### config.mk
export PLATFORM = sky130hd
export DESIGN_NAME = wdtw_div_cell
export DESIGN_NICKNAME = d
export VERILOG_FILES = /design/src/sv/wdtw_pkg.sv /design/src/sv/wdtw_div_cell.sv
export SDC_FILE = /design/constraint.sdc
export NUM_CORES = 1
export LEC_CHECK = 0
export ABC_CLOCK_PERIOD_IN_PS = 3000
export BUFFER_PORTS_ARGS = -buffer_cell sky130_fd_sc_hd__buf_2
export CELL_PAD_IN_SITES_DETAIL_PLACEMENT = 0
export CELL_PAD_IN_SITES_GLOBAL_PLACEMENT = 1
export CORE_MARGIN = 5
export CORE_UTILIZATION = 30
export DETAILED_ROUTE_END_ITERATION = 10
export PLACE_DENSITY_LB_ADDON = 0.1
export SLEW_MARGIN = 40
export SYNTH_ARGS = -nofsm -noshare
export SYNTH_HDL_FRONTEND = slang
export SYNTH_SLANG_ARGS = --single-unit
### constraint.sdc
create_clock -name aclk -period 3 [get_ports aclk]
set_input_delay 0.3 -clock aclk [delete_from_list [all_inputs] [get_ports aclk]]
set_output_delay 0.3 -clock aclk [all_outputs]
set_load 0.03 [all_outputs]
### src/sv/wdtw_pkg.sv
`default_nettype none
package wdtw_pkg;

    localparam int unsigned CFG_IDX_W = 8;
    localparam logic [CFG_IDX_W-1:0] REG_INPUT_LENGTH     = 8'd0;
    localparam logic [CFG_IDX_W-1:0] REG_REFERENCE_LENGTH = 8'd1;
    localparam logic [CFG_IDX_W-1:0] REG_STEEPNESS        = 8'd2;
    localparam logic [CFG_IDX_W-1:0] REG_MAX_WEIGHT       = 8'd3;

    localparam int unsigned COST_W   = 48;
    localparam int unsigned DIST_W   = 32;
    localparam int unsigned LEN_W    = 11;
    localparam int unsigned WEIGHT_W = 24;
    localparam int unsigned DEN_W    = 18;
    localparam int unsigned REM_W    = 17;

    localparam logic [COST_W-1:0] INF48     = {COST_W{1'b1}};
    localparam logic [16:0]       LOG2E_Q16 = 17'd94548;

    // one stage of the restoring divider chain
    typedef struct packed {
        logic [REM_W-1:0]    rem;
        logic [WEIGHT_W-1:0] word;  // remaining dividend bits on top, quotient bits below
        logic [DEN_W-1:0]    den;
    } div_t;

    // round(65536 * 2^(-q/16))
    function automatic logic [16:0] pow2_neg(input logic [4:0] q);
        logic [16:0] r;
        case (q)
            5'd0:    r = 17'd65536;
            5'd1:    r = 17'd62757;
            5'd2:    r = 17'd60097;
            5'd3:    r = 17'd57549;
            5'd4:    r = 17'd55109;
            5'd5:    r = 17'd52773;
            5'd6:    r = 17'd50535;
            5'd7:    r = 17'd48393;
            5'd8:    r = 17'd46341;
            5'd9:    r = 17'd44376;
            5'd10:   r = 17'd42495;
            5'd11:   r = 17'd40693;
            5'd12:   r = 17'd38968;
            5'd13:   r = 17'd37316;
            5'd14:   r = 17'd35734;
            5'd15:   r = 17'd34219;
            5'd16:   r = 17'd32768;
            default: r = 17'd32768;
        endcase
        return r;
    endfunction

endpackage
`default_nettype wire

### src/sv/wdtw_div_cell.sv
`default_nettype none
module wdtw_div_cell
    import wdtw_pkg::*;
(
    input  wire logic aclk,
    input  wire div_t d_in,
    output div_t      d_out
);
    logic [DEN_W-1:0] trial;
    logic             fits;
    div_t             d_next;

    always_comb begin
        trial = {d_in.rem, d_in.word[WEIGHT_W-1]};
        fits  = trial >= d_in.den;
        d_next.den  = d_in.den;
        d_next.rem  = fits ? REM_W'(trial - d_in.den) : REM_W'(trial);
        d_next.word = {d_in.word[WEIGHT_W-2:0], fits};
    end

    always_ff @(posedge aclk) begin
        d_out <= d_next;
    end
endmodule
`default_nettype wire

==> metrics.txt <==
status finished, final reports clean; final hold violations 0; total number of vias 1979; Least-Margin Pin Slew 0.556 ns; number of remaining DRC errors 0; Initial Util 30.5%; NumNets Final 428; Rows 32; largest net degree at the start of global routing 14; pins over their slew limit 0; final wirelength 5920 um; # Max-Cap Violations 0; Fillers 790; CTS tree yes; Syn-to-layout area delta 38.4%; cell family with most CP delay compound AO/OA/AOI/OAI gates; H-tree levels 3; hpwl dp 4830 um; DR WL/cell 13.0 um; clock slew at reported path FFs 0.08 ns; Core ar. 0.00769 mm^2; Global Route Usage Sum 12.7%; vias per inst 4.34; # diodes 0; Distinct cells, synth 39; antenna-violating nets left 0; clock sink count 59; largest reg by FF count d_out; initial antenna violation count 0; CTS resizes 0; sequential area share after synthesis 50.4%; Die W 98.4 um; startpoint types input pin; Synth Cell Area 0.00234 mm^2; RSZ-0062 raised after global routing no; overall power 2090 uW; Mapped Avg Cell Area 10.6 um^2; Synth area leader dfxtp_1; Peak Freq 428 MHz; Tcrit/Tclk final 77.8%; Pwr Density 645 mW/mm^2; max reg flops 59; Max FO, Critical Path 12; postcts setup bufs 0; Die ar. 0.00968 mm^2; Die Ht 98.4 um; IO Count 119; share of cells above drive strength 1 43.5%; crit path cell chain buf_2 -> inv_1 -> ha_1 -> inv_1 -> fa_1 -> a21oi_1 -> o211ai_2 -> o221ai_2 -> a31oi_4 -> buf_8 -> mux2_4; global-route wire length before repair 9750 um; Clock Tree Buf Depth 2; #FFs+latches synth 59; CP endpoint kind flop; First DRT Iteration DRCs 37; clock buffer count from CTS 9; setup violators final 0; normalized max-slew margin 62.9%; biggest regs d_out: 59 flops; Synth top area share 50.4%; leading post-synthesis cells by cell area dfxtp_1 50%, ha_1 9.6%, mux2_4 6.4%; synth warn 0; vias in the first global route 2093; # hold bufs at CTS 0; WS Path Type input pin to flop; Layout Utilization 42.2%; Synthesized Nets 300; cell mode on critical path inv_1; Leak 0.00161 uW; total negative slack 0 ns; CP peak stage delay 0.40 ns; port buffer count 118; Final Wtd Congestion 0.770; Hold Crit Class input pin to flop; CTS Root Cell clkbuf_8; Critical Path AT 2.56 ns; GRT overflow 0; Detailed Routing Iterations Pass 1 4; Max IR drop VDD 246 uV; Post-Syn Instances 221; CP max stage cell fa_1; most frequent cells in the layout 118 x buf_2, 59 x dfxtp_1, 22 x inv_1, 19 x a21oi_1, 18 x ha_1; commonest non-fill, non-tap cell in the layout buf_2; WHS 0.0509 ns; Worst EP required 3.22 ns; post-layout min period 2.33 ns; buffers and inverters on the worst path 4
==> path summary, 6_finish.rpt <==
check | start | to | slack, ns | cells past startpoint
setup / recovery | d_in[41] | d_out[43] | 0.67 | 11
hold / removal | d_in[18] | d_out[19] | 0.05 | 1
==> metrics by stage <==
stage | std cells | setup WS, ns | cell area [um^2]
3_3_place_gp | 439 | 0.381 | 3050
6_report | 456 | 0.665 | 3240
2_1_floorplan | 221 | 0.800 | 2340
5_1_grt | 456 | 0.502 | 3240
4_1_cts | 456 | 0.648 | 3240
3_5_place_dp | 440 | 0.293 | 3060
==> synth_stat cells <==
master,instances
o21ai_0,7
o21a_1,4
buf_6,1
a21o_1,1
a211oi_2,1
o31a_1,1
o211ai_1,1
a21oi_1,19
or3_1,2
and2_1,1
mux2_4,10
o22ai_1,2
xor2_1,3
nor4_1,2
a211oi_1,2
o31ai_1,1
nand2b_1,2
inv_1,22
o211ai_2,1
o221ai_2,1
buf_2,1
nor2_1,16
a21oi_2,2
o311ai_0,1
nor2_2,1
a31oi_4,1
or2_2,1
nor3_1,2
dfxtp_1,59
nor2b_1,2
fa_1,1
ha_1,18
nand4_1,3
o21ai_1,2
buf_4,1
xnor2_1,9
a31o_1,1
mux2i_1,2
nand2_1,14
==> routing by layer <==
metal	vias up	track usage, %	wire length (um)
met5	-	0	0
met4	0	5.67	70
met3	6	4.71	508
met2	79	19.9	2680
met1	881	15.6	2660
li1	1013	-	-
==> power by group <==
group,switching [uW],total [uW],internal (uW)
registers,14.3,869,855
logic,337,547,211
clock network,364,678,313
total,715,2090,1380
==> layout make-up <==
cell class / count / area (um^2) / area share [%]
flip-flops and latches: 59 / 1180 / 36.4
multi-input cells: 137 / 1060 / 32.5
repair buffers: 120 / 613 / 18.9
well taps: 102 / 128 / 3.93
clock buffers: 9 / 124 / 3.82
inverters: 22 / 82.6 / 2.55
clock inverters: 7 / 60.1 / 1.85
==> cells by family after synthesis <==
logic type      synth area share, %
simple gates                   8.97
compound gates                 13.9
flops                          50.4
fa+ha+maj                      10.5
buf+inv                        4.54
xor+xnor                       4.49
mux                            7.26
(Power assumes the default switching activity.)
